`src/hdl/rau_divider.sv`:
```
// Restoring 64-bit divider, one quotient bit per cycle.
// Depends on nothing; used by rational_arith_unit for gcd remainders and the reduction.
module rau_divider
(
    input  logic        clk,
    input  logic        rst_n,
    input  logic        start,
    input  logic [63:0] dividend,
    input  logic [63:0] divisor,
    output logic        done,
    output logic [63:0] quotient,
    output logic [63:0] remainder
);
    logic [63:0] quo_reg, quo_next;
    logic [63:0] rem_reg, rem_next;
    logic [63:0] dvs_reg, dvs_next;
    logic [6:0]  cnt_reg, cnt_next;
    logic        busy_reg, busy_next;
    logic        done_reg, done_next;
    logic [64:0] trial;
    logic [64:0] shifted;

    always_comb
    begin
        quo_next  = quo_reg;
        rem_next  = rem_reg;
        dvs_next  = dvs_reg;
        cnt_next  = cnt_reg;
        busy_next = busy_reg;
        done_next = 1'b0;
        shifted   = {rem_reg, quo_reg[63]};
        trial     = shifted - {1'b0, dvs_reg};
        if (start)
        begin
            quo_next  = dividend;
            rem_next  = '0;
            dvs_next  = divisor;
            cnt_next  = 7'd0;
            busy_next = 1'b1;
        end
        else if (busy_reg)
        begin
            if (!trial[64])
            begin
                rem_next = trial[63:0];
                quo_next = {quo_reg[62:0], 1'b1};
            end
            else
            begin
                rem_next = shifted[63:0];
                quo_next = {quo_reg[62:0], 1'b0};
            end
            cnt_next = cnt_reg + 7'd1;
            if (cnt_reg == 7'd63)
            begin
                busy_next = 1'b0;
                done_next = 1'b1;
            end
        end
    end

    always_ff @(posedge clk or negedge rst_n)
    begin
        if (!rst_n)
        begin
            busy_reg <= 1'b0;
            done_reg <= 1'b0;
            cnt_reg  <= '0;
        end
        else
        begin
            busy_reg <= busy_next;
            done_reg <= done_next;
            cnt_reg  <= cnt_next;
        end
    end

    always_ff @(posedge clk)
    begin
        quo_reg <= quo_next;
        rem_reg <= rem_next;
        dvs_reg <= dvs_next;
    end

    assign done      = done_reg;
    assign quotient  = quo_reg;
    assign remainder = rem_reg;
endmodule

```
`config.mk`:
```
export PLATFORM = sky130hd
export DESIGN_NAME = rau_divider
export DESIGN_NICKNAME = d
export VERILOG_FILES = /design/src/hdl/rau_divider.sv
export SDC_FILE = /design/constraint.sdc
export NUM_CORES = 1
export LEC_CHECK = 0
export BUFFER_PORTS_ARGS = -buffer_cell sky130_fd_sc_hd__buf_2
export CAP_MARGIN = 30
export CELL_PAD_IN_SITES_DETAIL_PLACEMENT = 1
export CELL_PAD_IN_SITES_GLOBAL_PLACEMENT = 2
export CORE_MARGIN = 2
export CORE_UTILIZATION = 37
export DETAILED_ROUTE_END_ITERATION = 6
export GPL_TIMING_DRIVEN = 0
export PLACE_DENSITY = 0.85
export SYNTH_ARGS = -nofsm -noshare
export SYNTH_HDL_FRONTEND = slang
export SYNTH_SLANG_ARGS = --single-unit
```
`constraint.sdc`:
```
create_clock -name clk -period 11.4 [get_ports clk]
set_clock_uncertainty 0.2 [all_clocks]
set_input_delay 1.14 -clock clk [delete_from_list [all_inputs] [get_ports clk]]
set_output_delay 1.14 -clock clk [all_outputs]
set_load 0.1 [all_outputs]
```
# Word-level counts from Yosys, hierarchy flattened
# Cells that the tools add are included.
word_totals:
  ff_bits: 201
  input_bits: 131
classes:
  add_sub_neg: 2
  n_eq_ne: 1
  n_mux: 12
  n_reduce_logical: 1
ops:
  columns: ["cell", "n"]
  rows:
  - ["two-way mux 64 bit", 3]
  - ["subtractor 65 x 64 -> 65 bit", 1]
  - ["two-way mux 7 bit", 2]
  - ["adder 7 x 1 -> 7 bit (second input constant)", 1]
  - ["== test 7 x 6 -> 1 bit (second input constant)", 1]
  - ["two-way mux 1 bit", 7]
  - ["nonzero test 2 bit", 1]

# Logic depth before layout (Yosys ltp)
# Gate-level depths: netlist of the first run.
depth:
  word_depth: 4
  mapped_depth: 15
  mapped_depth_nobuf: 13

# Worst setup path after synthesis of the first run
# Ideal clock, no wire load.
synth_timing:
  path_type: "register -> register"
  start: "reg quo_reg[63], in the netlist quotient[63]"
  end: "reg rem_reg[52], in the netlist remainder[52]"
  setup_ns: 0.073
  arrival_time_ns: 4.127
  required_ns: 11.127
  slack_ns: 7.000
  stages_incl_launch_ff: 14
  n_path_buf: 0
  synth_period_minus_slack_ns: 4.400
  cell_sequence: "edfxtp_1 -> inv_1 -> ha_1 -> fa_1 -> nor2b_1 -> o2111ai_1 -> a31oi_2 -> a2111oi_4 -> nor4_4 -> nor4_4 -> o21a_1 -> or3_1 -> or4_1 -> o211ai_2"
synth_via:
  elab_chain_len: 2
synth_rtl:
  columns: ["element", "line_no", "rtl"]
  rows:
  - ["start: declaration", "14", "logic [63:0] quo_reg, quo_next;"]
  - ["start signal: assignment", "80", "quo_reg <= quo_next;"]
  - ["subtractor 65 x 64 -> 65 bit", "32", "trial = shifted - {1'b0, dvs_reg};"]
  - ["two-way mux 64 bit", "43", "if (!trial[64])"]
  - ["end signal: assignment", "81", "rem_reg <= rem_next;"]
  - ["end: declaration", "15", "logic [63:0] rem_reg, rem_next;"]
# Every way passes these cells.
# A chain may end at the register's enable or synchronous reset.

# Worst setup path in the final report of the first run
layout_timing:
  start: "reg quo_reg[63], in the netlist quotient[63]"
  end: "reg quo_reg[0], in the netlist quotient[0], data pin"
layout_via:
  elab_chain_len: 4
layout_rtl:
  columns: ["element", "line_no", "rtl"]
  rows:
  - ["subtractor 65 x 64 -> 65 bit", "32", null]
  - ["two-way mux 1 bit", "43", null]
  - ["two-way mux 64 bit", "41", "else if (busy_reg)"]
  - ["two-way mux 64 bit", "33", "if (start)"]
  - ["via quo_next[0]", "14", null]
# The timed path passes the listed nets, and every way through them passes these cells. The select of a mux whose other input is x is not followed.

==> impl_summary.txt, run 1 <==
----------------------------------------------------
[Run status]
  Result of the run ... completed

[Setup path]
  Critical Path Sink Type ... register
  Startpoint class of the critical path ... register
  CP max stage cell ... sky130_fd_sc_hd__clkbuf_1
  Worst Path Arrival ... 4.98 ns
  Flop-to-flop setup slack ... 6.49 ns
  CP dominant cell by count ... sky130_fd_sc_hd__nor4_4
  Required time of the worst setup path ... ~11 ns
  Category of the critical setup timing path ... register to register
  Top fanout value on the critical path ... 10
  Beginning of the worst register-to-register path ... quotient[63]$_DFFE_PP_
  Family with the most delay on the worst path ... simple AND/OR/NAND/NOR gates
  Launching element of the worst setup path ... quotient[63]$_DFFE_PP_
  Delay of the slowest cell on the worst path ... between 0.5 and 0.6 ns
  R2R cell count ... 14
  Last element of the critical path ... quotient[0]$_DFFE_PP_
  CP Depth ... 14
  Number of buffers and inverters on the critical path ... 3
  Destination of the worst register-to-register timing path ... quotient[0]$_DFFE_PP_
  Chain of cells forming the critical path ... inv_1 -> ha_1 -> fa_1 -> nor2b_1 -> o2111ai_1 -> a31oi_2 -> a2111oi_4 -> nor4_4 -> nor4_4 -> nor3_1 -> or3_1 -> buf_2 -> clkbuf_1 -> o21ai_0

[CTS]
  Number of sinks handled by clock tree synthesis ... around 200
  Bufs on Longest Clock Path ... 3
  CTS resizes ... 0
  Inserted Clock Buffers ... 26
  Clock latency on the worst-skew pair ... around 0.57 ns
  H-tree levels ... 1
  Worst-path clk slew ... about 0.06 ns
  Number of buffers inserted for hold repair after clock tree synthesis ... 0
  Buffers inserted during post-CTS setup optimization ... 0
  Clock root buffer ... sky130_fd_sc_hd__clkbuf_16
  TritonCTS clock tree ... yes

[Min path]
  Hold/Removal Path Class ... primary input to async pin

[Finish]
  Finished Cell Area ... 14,700 um^2
  Register Area ... between 5000 and 6000 um^2
  Area growth, synth to finish ... 22.40%
  Layout cell share with drive strength beyond 1 ... roughly a quarter
  Fillers ... 3,727
  Area of combinational cells with multiple inputs ... 6062 um^2
  Number of antenna repair diodes ... 0
  Final net count ... roughly 1,700

[Logic synthesis]
  Most numerous cell in the Yosys netlist ... sky130_fd_sc_hd__nand2_1
  Post-synthesis sequential element count ... roughly 200
  Number of distinct standard cells referenced by the synthesized netlist ... 72
  Proportion of netlist area held by the largest area contributor ... 32.01%
  Post-synthesis instance area ... around 12,000 um^2
  Largest area contributor in the synthesized netlist ... sky130_fd_sc_hd__edfxtp_1
  Count of yosys warnings during synthesis ... 0
  Top cells by area, synth ... sky130_fd_sc_hd__edfxtp_1 (32%), sky130_fd_sc_hd__dfxtp_1 (11%), sky130_fd_sc_hd__ha_1 (6.8%), sky130_fd_sc_hd__mux2_2 (5.9%), sky130_fd_sc_hd__nand2_1 (4.3%)
  Most instantiated flip-flop cell in the synthesis netlist ... sky130_fd_sc_hd__edfxtp_1
  Synthesized Nets ... about 1,400
  Sequential cell area fraction in the yosys report ... ~45%
  Number of enable flip-flop cells after synthesis ... 128
  Instance count of the mapped netlist ... 1,234
  Async S/R FF share, synth ... 4.478%
  Most instantiated cells after synthesis ... sky130_fd_sc_hd__nand2_1 (136), sky130_fd_sc_hd__edfxtp_1 (128), sky130_fd_sc_hd__nor2_1 (91), sky130_fd_sc_hd__inv_1 (87), sky130_fd_sc_hd__a21oi_1 (86)
  Average cell area after synthesis ... ~9.7 um^2

[STA]
  Timing-limited maximum frequency ... 0.2038 GHz
  Final hold violation count ... 0
  Final setup viols ... 0
  Slew Limit Headroom ... 35.83%
  Pins Over Slew Limit ... 0
  Setup repair after global routing missed its margin ... no
  Actual transition at the worst max-transition pin ... a little under 1 ns
  Final min period ... slightly below 5 ns
  Final clock period utilization by the worst path ... between 40% and 50%
  Aggregate negative setup slack ... 0 ns

[Placed design]
  Dpl cell area ... between 10,000 and 15,000 um^2
  HPWL reported at the end of detailed placement ... about 32 mm
  Port-buffer cells ... 259
  GP Congestion ... 0.9039

[Floorplanning]
  Total die area ... about 34,000 um^2
  Starting density of the core ... 37.86%
  Area inside the core boundary ... between 30,000 and 40,000 um^2
  Chip Width ... 184.2 um
  Die Ht ... 184.2 um
  I/O pin count ... 260
  Number of cell rows ... 65

[Route]
  Detailed-router iteration count before antenna repair ... 4
  Number of routed nets with antenna violations ... 0
  Ratio of routed vias to standard cells ... 5.457
  DRC ... 0
  DR vias ... 10,610
  Count of routing violations after the opening detailed-route iteration ... between 500 and 600
  Total Wirelength ... 40.94 mm
  Final routed wire length divided by cell count ... 21.05 um

[GRT]
  GRT Total Usage ... approximately a quarter
  Initial antenna violation count ... 1
  First-pass GRT wire length ... approximately 63 mm
  Number of global-route vias before repair ... 11,110
  Pin count of the biggest net entering global routing ... between 60 and 70
  Total gr overflow ... 0

[Run]
  Max-capacitance violation count ... 0

[Power and ir drop]
  Max IR drop VDD ... about 0.00013 V
  Power per cell area ... 140.6 nW/um^2
  Leakage power summed over all cells ... roughly 6.5 nW

----------------------------------------------------
-- layout make-up --
class	count	area share, %
buffer	68	1.830
timing repair buffer	261	9.007
clock buffer	40	5.074
inverter	87	2.222
tap	402	3.422
clock inverter	8	0.8002
sequential	201	36.40
multi-input combinational	878	41.24
-- metal layers --
layer / up-vias / global-route usage, % / wire length, um
li1: 5114 / - / -
met1: 5115 / 30.34 / 17800
met2: 323 / 40.68 / 19030
met3: 62 / 6.303 / 2884
met4: 0 / 7.104 / 1222
met5: - / 0 / 0
-- cell families after synthesis --
group           synth area share, %
compound gates                17.92
xor+xnor                      3.939
fa+ha+maj                     6.940
buf+inv                       4.960
flops                         44.56
mux                           7.659
simple gates                  14.03
-- power breakdown --
| group | switching, W | leakage, nW | total [W] | internal, W |
|---|---|---|---|---|
| Combinational | 0.000298 | 4.14 | 0.000390 | 0.0000922 |
| Clock | 0.000331 | 0.420 | 0.000830 | 0.000499 |
| Sequential | 0.0000220 | 1.94 | 0.000847 | 0.000825 |
-- per-stage QoR --
| stage | hold slack (ns) | total power, W | std cells | utilization [%] | setup slack [ns] |
|---|---|---|---|---|---|
| floorplan | 0.3133 | 0.001153 | 1234 | - | 7.000 |
| global placement | 0.2902 | 0.001245 | 1895 | 43.53 | 6.017 |
| detailed placement | 0.3034 | 0.001251 | 1897 | 43.62 | 6.539 |
| CTS | 0.2149 | 0.002093 | 1945 | 46.34 | 6.474 |
| global route | 0.2293 | 0.002145 | 1945 | 46.34 | 6.186 |
| finish | 0.2331 | 0.002067 | 1945 | 46.34 | 6.493 |
-- layout by cell type, fill, tap and decap left out, types with 4 or more instances in the layout --
cell                          n
sky130_fd_sc_hd__and3_1       8
sky130_fd_sc_hd__o21bai_1    11
sky130_fd_sc_hd__clkbuf_16   28
sky130_fd_sc_hd__a311oi_1    27
sky130_fd_sc_hd__dfxtp_1     64
sky130_fd_sc_hd__a21o_1      31
sky130_fd_sc_hd__a31oi_1      8
sky130_fd_sc_hd__a211oi_1    17
sky130_fd_sc_hd__nand4b_1     5
sky130_fd_sc_hd__o21a_1      10
sky130_fd_sc_hd__nand2_1    136
sky130_fd_sc_hd__xor2_1      23
sky130_fd_sc_hd__and2_1       4
sky130_fd_sc_hd__nand2b_1    10
sky130_fd_sc_hd__o311ai_0     6
sky130_fd_sc_hd__o211ai_1     8
sky130_fd_sc_hd__buf_1        4
sky130_fd_sc_hd__edfxtp_1   128
sky130_fd_sc_hd__nand4_1     24
sky130_fd_sc_hd__mux2_2      63
sky130_fd_sc_hd__o22ai_1      4
sky130_fd_sc_hd__xnor2_1     31
sky130_fd_sc_hd__inv_1       86
sky130_fd_sc_hd__nor2_1      91
sky130_fd_sc_hd__clkbuf_1    67
sky130_fd_sc_hd__a32oi_1      4
sky130_fd_sc_hd__dfrtp_1      9
sky130_fd_sc_hd__buf_2      267
sky130_fd_sc_hd__or3_1        6
sky130_fd_sc_hd__o21ai_0     56
sky130_fd_sc_hd__mux2i_1     21
sky130_fd_sc_hd__ha_1        65
sky130_fd_sc_hd__nand3_1     28
sky130_fd_sc_hd__a21oi_1     86
sky130_fd_sc_hd__or2_2        5
sky130_fd_sc_hd__nor3_1      14
sky130_fd_sc_hd__nor2b_1      6
sky130_fd_sc_hd__o31ai_1     10
-- worst min-delay path by stage --
stage	startpoint	cells past startpoint	slack (ns)	end
detailed placement	remainder[56]$_SDFFE_PP0P_	2	0.30	remainder[56]$_SDFFE_PP0P_
global placement	remainder[58]$_SDFFE_PP0P_	2	0.29	remainder[58]$_SDFFE_PP0P_
floorplan	cnt_reg[1]$_DFFE_PN0P_	2	0.31	cnt_reg[1]$_DFFE_PN0P_
finish	rst_n	1	0.23	done$_DFF_PN0_
CTS	rst_n	1	0.21	done$_DFF_PN0_
global route	rst_n	1	0.23	done$_DFF_PN0_
Power figures use the tool's default switching activity.
==> run 2, diff against run 1 <==
--- a/config.mk
+++ b/config.mk
@@ -10,10 +10,10 @@
 export CELL_PAD_IN_SITES_DETAIL_PLACEMENT = 1
 export CELL_PAD_IN_SITES_GLOBAL_PLACEMENT = 2
 export CORE_MARGIN = 2
-export CORE_UTILIZATION = 37
+export CORE_UTILIZATION = 31
 export DETAILED_ROUTE_END_ITERATION = 6
 export GPL_TIMING_DRIVEN = 0
-export PLACE_DENSITY = 0.85
+export PLACE_DENSITY = 0.76
 export SYNTH_ARGS = -nofsm -noshare
 export SYNTH_HDL_FRONTEND = slang
 export SYNTH_SLANG_ARGS = --single-unit
==> constraint.sdc (replaced) <==
create_clock -name clk -period 4.1 [get_ports clk]
set_clock_uncertainty 0.2 [all_clocks]
set_input_delay 0.41 -clock clk [delete_from_list [all_inputs] [get_ports clk]]
set_output_delay 0.41 -clock clk [all_outputs]
set_load 0.1 [all_outputs]
==> run 2 against run 1 <==
Compared with the run above:
- sequential cell count unchanged
- count of clock-buffer cells in the layout down 4
- sequential share of layout area decreased by 4.1 points
- largest power group is now clock
- global-route usage fell by 1.2 points
- hold slack got worse by 0.16 ns
- first-iteration DRC count is 1.7% lower
- register-to-register slack lost 6.4 ns
- non-clock buffer count grew 148
- total power grew to 2.9 times the previous value
- cell area up 13%
==> impl_summary.txt, run 2 (synthesis results as in run 1) <==
----------------------------------------------------
[Setup path]
  Worst Path Arrival ... 4.32 ns (was 4.98 ns)
  Startpoint class of the critical path ... register (unchanged)
  Flop-to-flop setup slack ... 0.09 ns (was 6.49 ns)
  Required time of the worst setup path ... 4.41 ns (was 11.47 ns)
  Beginning of the worst register-to-register path ... quotient[63]$_DFFE_PP_ (unchanged)
  Category of the critical setup timing path ... register to register (unchanged)
  R2R cell count ... 16 (was 14)
  Critical Path Sink Type ... register (unchanged)
  Top fanout value on the critical path ... 4 (was 10)
  Destination of the worst register-to-register timing path ... remainder[58]$_SDFFE_PP0P_ (was quotient[0]$_DFFE_PP_)

[STA]
  Final setup viols ... 0 (unchanged)
  Actual transition at the worst max-transition pin ... 0.9696 ns (was 0.9626 ns)
  Final hold violation count ... 0 (unchanged)
  Setup repair after global routing missed its margin ... yes (was no)
  Aggregate negative setup slack ... 0 ns (unchanged)
  Slew Limit Headroom ... 35.36% (was 35.83%)
  Final clock period utilization by the worst path ... 97.83% (was 43.04%)
  Timing-limited maximum frequency ... 0.2493 GHz (was 0.2038 GHz)
  Pins Over Slew Limit ... 0 (unchanged)
  Final min period ... 4.011 ns (was 4.907 ns)
  Worst slack on hold paths ... 0.07532 ns (was 0.2331 ns)
  Worst Slack Setup Final ... 0.08911 ns (was 6.493 ns)

[Route]
  DR vias ... 11,330 (was 10,610)
  Detailed-router iteration count before antenna repair ... 5 (was 4)
  Number of routed nets with antenna violations ... 0 (unchanged)
  DRC ... 0 (unchanged)
  Count of routing violations after the opening detailed-route iteration ... 530 (was 539)
  Final routed wire length divided by cell count ... 21.33 um (was 21.05 um)
  Total Wirelength ... 47.16 mm (was 40.94 mm)
  Ratio of routed vias to standard cells ... 5.123 (was 5.457)

[Finish]
  Commonest cells after routing, fill and taps aside ... sky130_fd_sc_hd__buf_2 (260), sky130_fd_sc_hd__nand2_1 (136), sky130_fd_sc_hd__dlygate4sd3_1 (129), sky130_fd_sc_hd__edfxtp_1 (128), sky130_fd_sc_hd__nor2_1 (91) (was sky130_fd_sc_hd__buf_2 (267), sky130_fd_sc_hd__nand2_1 (136), sky130_fd_sc_hd__edfxtp_1 (128), sky130_fd_sc_hd__nor2_1 (91))
  Layout cell share with drive strength beyond 1 ... 25.81% (was 25.21%)
  Fillers ... 4,409 (was 3,727)
  Final net count ... 1,869 (was 1,720)
  Commonest non-fill, non-tap cell in the layout ... sky130_fd_sc_hd__buf_2 (unchanged)
  Number of antenna repair diodes ... 0 (unchanged)
  Area growth, synth to finish ... 37.77% (was 22.40%)

[Power and ir drop]
  Switch Pwr ... 0.001911 W (was 0.0006508 W)
  Switching part of the total power ... 31.92% (was 31.49%)
  Total power consumption of the routed design ... 0.005986 W (was 0.002067 W)
  Portion of total power attributed to combinational logic ... 20.4% (was 18.9%)
  Internal cell power ... 0.004075 W (was 0.001416 W)
  Leakage power summed over all cells ... 7.207 nW (was 6.504 nW)
  Power per cell area ... 361.8 nW/um^2 (was 140.6 nW/um^2)
  Max IR drop VDD ... 0.0003658 V (was 0.0001260 V)
  Relative contribution of the clock network to total power ... 40.1% (was 40.2%)
  Reg power frac ... 39.6% (was 41.0%)

[Floorplanning]
  Die Ht ... 200.8 um (was 184.2 um)
  I/O pin count ... 260 (unchanged)
  Starting density of the core ... 31.22% (was 37.86%)
  Chip Width ... 200.8 um (was 184.2 um)
  Area inside the core boundary ... 38,470 um^2 (was 31,720 um^2)
  Number of cell rows ... 72 (was 65)
  Total die area ... 40,320 um^2 (was 33,910 um^2)

[GRT]
  Met3 global-route usage ... 5.860% (was 6.303%)
  GRT Total Usage ... 22.95% (was 24.11%)
  First-pass GRT wire length ... 71.55 mm (was 63.39 mm)
  Pin count of the biggest net entering global routing ... 45 (was 66)
  Met1 routing resource usage after global routing ... 28.45% (was 30.34%)
  Global routing's busiest layer ... met2 (unchanged)
  Total gr overflow ... 0 (unchanged)
  Met2 Use GR ... 39.25% (was 40.68%)
  Number of global-route vias before repair ... 11,890 (was 11,110)
  Initial antenna violation count ... 0 (was 1)

[Placed design]
  Port-buffer cells ... 259 (unchanged)
  HPWL reported at the end of detailed placement ... 34.56 mm (was 31.53 mm)
  GP Congestion ... 0.8658 (was 0.9039)
  Post-place setup slack ... -0.3866 ns (was 6.539 ns)

[CTS]
  Worst-path clk slew ... 0.06 ns (about the same)
  TritonCTS clock tree ... yes (unchanged)
  Number of sinks handled by clock tree synthesis ... 201 (unchanged)
  Inserted Clock Buffers ... 27 (was 26)
  H-tree levels ... 1 (unchanged)
  Bufs on Longest Clock Path ... 3 (unchanged)
  Clock latency on the worst-skew pair ... 0.57 ns (about the same)
  Clock root buffer ... sky130_fd_sc_hd__clkbuf_16 (unchanged)

[Min path]
  Hold/Removal Path Class ... primary input to async pin (unchanged)

[Run]
  Max-capacitance violation count ... 0 (unchanged)

[Run status]
  Result of the run ... completed (unchanged)

----------------------------------------------------
## run 2: cell count changes in the layout (fill, tap and decap cells not counted), moves of 4 or more
cell	previous run	this run
sky130_fd_sc_hd__buf_4	2	20
sky130_fd_sc_hd__clkinvlp_4	0	6
sky130_fd_sc_hd__buf_8	0	4
sky130_fd_sc_hd__dlygate4sd3_1	0	129
sky130_fd_sc_hd__clkbuf_1	67	59
sky130_fd_sc_hd__buf_6	0	4
sky130_fd_sc_hd__buf_2	267	260
## run 2: metrics by stage
stage	instance area, um^2	utilization [%]	std cells
floorplan	12060	-	1234
global route	16540	43.01	2211
detailed placement	14080	36.62	2016
global placement	14010	36.41	2011
finish	16540	43.01	2211
CTS	16370	42.54	2202
## run 2: metal layers
| layer | vias up | wire [um] | part of all wire (%) |
|---|---|---|---|
| met1 | 5491 | 20340 | 43 |
| met4 | 0 | 1450 | 3.1 |
| met2 | 353 | 22360 | 47 |
| met3 | 65 | 3005 | 6.4 |
| met5 | - | 0 | 0 |
| li1 | 5417 | - | - |
## run 2: power by group through the flow
| stage | combinational, W | sequential (W) | clock (W) |
|---|---|---|---|
| 2_1_floorplan | 0.000328 | 0.00288 | 0 |
| 3_3_place_gp | 0.00109 | 0.00240 | 0 |
| 3_5_place_dp | 0.00110 | 0.00240 | 0 |
| 4_1_cts | 0.00120 | 0.00237 | 0.00247 |
| 5_1_grt | 0.00129 | 0.00238 | 0.00255 |
| 6_report | 0.00122 | 0.00237 | 0.00240 |
## run 2: critical path, cell delays in order, from the launching register on
cell and delay [ns]:
sky130_fd_sc_hd__edfxtp_1 0.41, sky130_fd_sc_hd__inv_1 0.08, sky130_fd_sc_hd__ha_2 0.18, sky130_fd_sc_hd__fa_2 0.24, sky130_fd_sc_hd__nor2b_4 0.06, sky130_fd_sc_hd__o2111ai_4 0.26, sky130_fd_sc_hd__a31oi_4 0.14, sky130_fd_sc_hd__a2111oi_4 0.31
sky130_fd_sc_hd__buf_4 0.20, sky130_fd_sc_hd__nor4_4 0.04, sky130_fd_sc_hd__buf_4 0.17, sky130_fd_sc_hd__nor4_4 0.32, sky130_fd_sc_hd__nor3_2 0.11, sky130_fd_sc_hd__or3_4 0.43, sky130_fd_sc_hd__buf_4 0.16, sky130_fd_sc_hd__or4b_1 0.53
sky130_fd_sc_hd__nand3_1 0.10
## run 2: cell type report
cell class	count	area (um^2)	area share, %
Inverter	87	326.6	1.974
Sequential cell	201	5351	32.35
Tap cell	518	648.1	3.918
Clock inverter	14	175.2	1.059
Multi-Input combinational cell	878	6196	37.45
Timing Repair Buffer	411	2813	17.00
Clock buffer	36	719.4	4.349
Buffer	66	314.1	1.898
## run 2: worst max-delay path by stage
stage | from | endpoint | cells past startpoint
after floorplan | quotient[63]$_DFFE_PP_ | remainder[52]$_SDFFE_PP0P_ | 13
after global placement | start | quotient[0]$_DFFE_PP_ | 7
after detailed placement | quotient[63]$_DFFE_PP_ | remainder[14]$_SDFFE_PP0P_ | 14
after CTS | dvs_reg[49]$_DFFE_PP_ | remainder[48]$_SDFFE_PP0P_ | 14
after global routing | quotient[63]$_DFFE_PP_ | remainder[63]$_SDFFE_PP0P_ | 15
final | quotient[63]$_DFFE_PP_ | remainder[58]$_SDFFE_PP0P_ | 16
## run 2: what timing repair did
action,4_1_cts,5_1_grt
hold buffers,129,0
pin swaps,4,9
gates resized for setup,10,24
setup buffers,7,11
endpoints found under the hold margin,137,0
endpoints found under the setup margin,64,58
gates cloned,0,0
==> run 3, diff against run 2 <==
--- a/config.mk
+++ b/config.mk
@@ -14,6 +14,8 @@
 export DETAILED_ROUTE_END_ITERATION = 6
 export GPL_TIMING_DRIVEN = 0
 export PLACE_DENSITY = 0.76
+export RECOVER_POWER = 50
 export SYNTH_ARGS = -nofsm -noshare
 export SYNTH_HDL_FRONTEND = slang
 export SYNTH_SLANG_ARGS = --single-unit
+export TNS_END_PERCENT = 50
==> run 3 against run 2 <==
Compared with the run above:
- utilization decreased by 0.59 points
- total power decreased by 2.2%
- sequential power about the same
- count of clock-buffer cells in the layout decreased by 3
- hold slack improved by 0.14 ns
- highest routed layer unchanged
- non-clock buffer count unchanged
==> impl_summary.txt, run 3 (synthesis results as in run 1) <==
----------------------------------------------------
[Placed design]
  HPWL reported at the end of detailed placement ... 33.96 mm (was 34.56 mm)
  GP Congestion ... 0.8683 (was 0.8658)
  Port-buffer cells ... 259 (unchanged)
  Placed insts ... 2,013 (was 2,016)

[Power and ir drop]
  Portion of total power attributed to combinational logic ... 20.5% (was 20.4%)
  Switching part of the total power ... 32.47% (was 31.92%)
  Reg power frac ... 40.5% (was 39.6%)
  Switch Pwr ... 0.001901 W (was 0.001911 W)
  Internal cell power ... 0.003953 W (was 0.004075 W)
  Max IR drop VDD ... 0.0003709 V (was 0.0003658 V)
  Leakage power summed over all cells ... 6.837 nW (was 7.207 nW)
  Relative contribution of the clock network to total power ... 39.0% (was 40.1%)
  Power per cell area ... 358.7 nW/um^2 (was 361.8 nW/um^2)

[Finish]
  Commonest cells after routing, fill and taps aside ... sky130_fd_sc_hd__buf_2 (161), sky130_fd_sc_hd__clkbuf_1 (157), sky130_fd_sc_hd__nand2_1 (136), sky130_fd_sc_hd__dlygate4sd3_1 (129), sky130_fd_sc_hd__edfxtp_1 (128) (was sky130_fd_sc_hd__buf_2 (260), sky130_fd_sc_hd__nand2_1 (136), sky130_fd_sc_hd__dlygate4sd3_1 (129), sky130_fd_sc_hd__edfxtp_1 (128), sky130_fd_sc_hd__nor2_1 (91))
  Final design utilization ... 42.42% (was 43.01%)
  Number of cells in the finished layout apart from fillers ... 2,210 (was 2,211)
  Final net count ... 1,868 (was 1,869)
  Fillers ... 4,511 (was 4,409)
  Area growth, synth to finish ... 35.89% (was 37.77%)
  Commonest non-fill, non-tap cell in the layout ... sky130_fd_sc_hd__buf_2 (unchanged)
  Layout cell share with drive strength beyond 1 ... 19.46% (was 25.81%)

[Route]
  DR vias ... 11,310 (was 11,330)
  Detailed-router iteration count before antenna repair ... 5 (unchanged)
  Count of routing violations after the opening detailed-route iteration ... 627 (was 530)
  Number of routed nets with antenna violations ... 0 (unchanged)
  Final routed wire length divided by cell count ... 21.32 um (was 21.33 um)
  DRC ... 0 (unchanged)
  Total Wirelength ... 47.11 mm (was 47.16 mm)
  Ratio of routed vias to standard cells ... 5.117 (was 5.123)

[STA]
  Timing-limited maximum frequency ... 0.2470 GHz (was 0.2493 GHz)
  Final hold violation count ... 0 (unchanged)
  Actual transition at the worst max-transition pin ... 1.356 ns (was 0.9696 ns)
  Pins Over Slew Limit ... 0 (unchanged)
  Slew Limit Headroom ... 9.965% (was 35.36%)
  Final setup viols ... 0 (unchanged)
  Aggregate negative setup slack ... 0 ns (unchanged)
  Final min period ... 4.048 ns (was 4.011 ns)
  Final clock period utilization by the worst path ... 98.74% (was 97.83%)

[Setup path]
  Category of the critical setup timing path ... register to register (unchanged)
  R2R cell count ... 14 (was 16)
  Required time of the worst setup path ... 4.41 ns (about the same)
  Startpoint class of the critical path ... register (unchanged)
  Critical Path Sink Type ... register (unchanged)
  Top fanout value on the critical path ... 4 (unchanged)
  Worst Path Arrival ... 4.36 ns (was 4.32 ns)

[Floorplanning]
  Area inside the core boundary ... 38,470 um^2 (unchanged)
  Starting density of the core ... 31.22% (unchanged)
  I/O pin count ... 260 (unchanged)
  Chip Width ... 200.8 um (unchanged)
  Number of cell rows ... 72 (unchanged)
  Total die area ... 40,320 um^2 (unchanged)
  Die Ht ... 200.8 um (unchanged)

[CTS]
  Bufs on Longest Clock Path ... 3 (unchanged)
  Inserted Clock Buffers ... 26 (was 27)
  Number of sinks handled by clock tree synthesis ... 201 (unchanged)
  Worst-path clk slew ... 0.06 ns (about the same)
  H-tree levels ... 1 (unchanged)
  Clock latency on the worst-skew pair ... 0.57 ns (about the same)
  Clock root buffer ... sky130_fd_sc_hd__clkbuf_16 (unchanged)
  TritonCTS clock tree ... yes (unchanged)

[GRT]
  GRT Total Usage ... 22.93% (was 22.95%)
  Number of global-route vias before repair ... 12,050 (was 11,890)
  Total gr overflow ... 0 (unchanged)
  Pin count of the biggest net entering global routing ... 66 (was 45)
  Initial antenna violation count ... 0 (unchanged)
  First-pass GRT wire length ... 71.87 mm (was 71.55 mm)

[Min path]
  Hold/Removal Path Class ... primary input to async pin (unchanged)

[Run status]
  Result of the run ... completed (unchanged)

[Run]
  Max-capacitance violation count ... 0 (unchanged)

----------------------------------------------------
run 3: cell types whose count changed in the layout (fill, tap and decap cells not counted), moves of 4 or more:
cell                         delta
sky130_fd_sc_hd__clkinv_1       +6
sky130_fd_sc_hd__clkbuf_1      +98
sky130_fd_sc_hd__buf_2         -99
sky130_fd_sc_hd__buf_8          -4
sky130_fd_sc_hd__clkinvlp_4     -5
run 3: repair_timing:
action | CTS | global route
endpoints found under the setup margin | 61 | 50
hold endpoints to repair | 137 | 0
gates resized for setup | 12 | 15
pin swaps | 2 | 11
hold buffers | 129 | 0
setup buffers | 4 | 14
run 3: cell type report:
cell class	instances	area [um^2]	area share [%]
multi-input cells	878	6200	38.00
flip-flops and latches	201	5350	32.79
repair buffers	409	2636	16.16
clock buffers	33	696.9	4.271
well taps	518	648.1	3.972
inverters	87	326.6	2.001
plain buffers	68	307.8	1.886
clock inverters	15	148.9	0.9125
diodes	1	2.502	0.01534
run 3: power groups by stage:
stage | logic, W | clock network (W) | registers, W
2_1_floorplan | 0.000328 | 0 | 0.00288
3_3_place_gp | 0.00108 | 0 | 0.00240
3_5_place_dp | 0.00110 | 0 | 0.00240
4_1_cts | 0.00120 | 0.00235 | 0.00236
5_1_grt | 0.00127 | 0.00243 | 0.00238
6_report | 0.00120 | 0.00228 | 0.00237
run 3: metal layers:
layer  vias up  global-route usage [%]  share of wire (%)
met5         -                       0                  0
met4         0                   8.466                3.2
met3        68                   5.649                5.8
met2       318                   38.37                 47
met1      5503                   28.63                 44
li1       5419                       -                  -
run 3: final timing paths:
kind,from,endpoint,slack [ns]
max reg2reg,dvs_reg[4]$_DFFE_PP_,remainder[58]$_SDFFE_PP0P_,0.05
max in group asynchronous,rst_n,cnt_reg[3]$_DFFE_PN0P_,3.02
min reg2reg,remainder[56]$_SDFFE_PP0P_,remainder[56]$_SDFFE_PP0P_,0.31
max,dvs_reg[4]$_DFFE_PP_,remainder[58]$_SDFFE_PP0P_,0.05
min in group clk,remainder[56]$_SDFFE_PP0P_,remainder[56]$_SDFFE_PP0P_,0.31
min,rst_n,done$_DFF_PN0_,0.22
run 3: critical path, cell delays in order (launching register included):
cell                        delay (ns)
sky130_fd_sc_hd__edfxtp_1         0.39
sky130_fd_sc_hd__inv_1            0.12
sky130_fd_sc_hd__ha_2             0.33
sky130_fd_sc_hd__a21o_1           0.25
sky130_fd_sc_hd__a21oi_4          0.18
sky130_fd_sc_hd__a31oi_4          0.14
sky130_fd_sc_hd__a2111oi_4        0.50
sky130_fd_sc_hd__nor4_4           0.07
sky130_fd_sc_hd__buf_4            0.17
sky130_fd_sc_hd__nor4_4           0.32
sky130_fd_sc_hd__nor3_2           0.10
sky130_fd_sc_hd__or3_4            0.43
sky130_fd_sc_hd__buf_4            0.16
sky130_fd_sc_hd__or4b_1           0.54
sky130_fd_sc_hd__nand3_1          0.10
run 3: stage by stage:
stage | cell area (um^2) | power [W] | hold WS, ns | setup WS, ns
2_1_floorplan | 12060 | 0.003211 | -0.08559 | -0.2081
3_3_place_gp | 14000 | 0.003484 | 0.09376 | -0.6825
3_5_place_dp | 14030 | 0.003500 | 0.1058 | -0.3849
4_1_cts | 16250 | 0.005913 | 0.05593 | 0.01411
5_1_grt | 16310 | 0.006082 | 0.2524 | -0.02902
6_report | 16320 | 0.005854 | 0.2182 | 0.05184
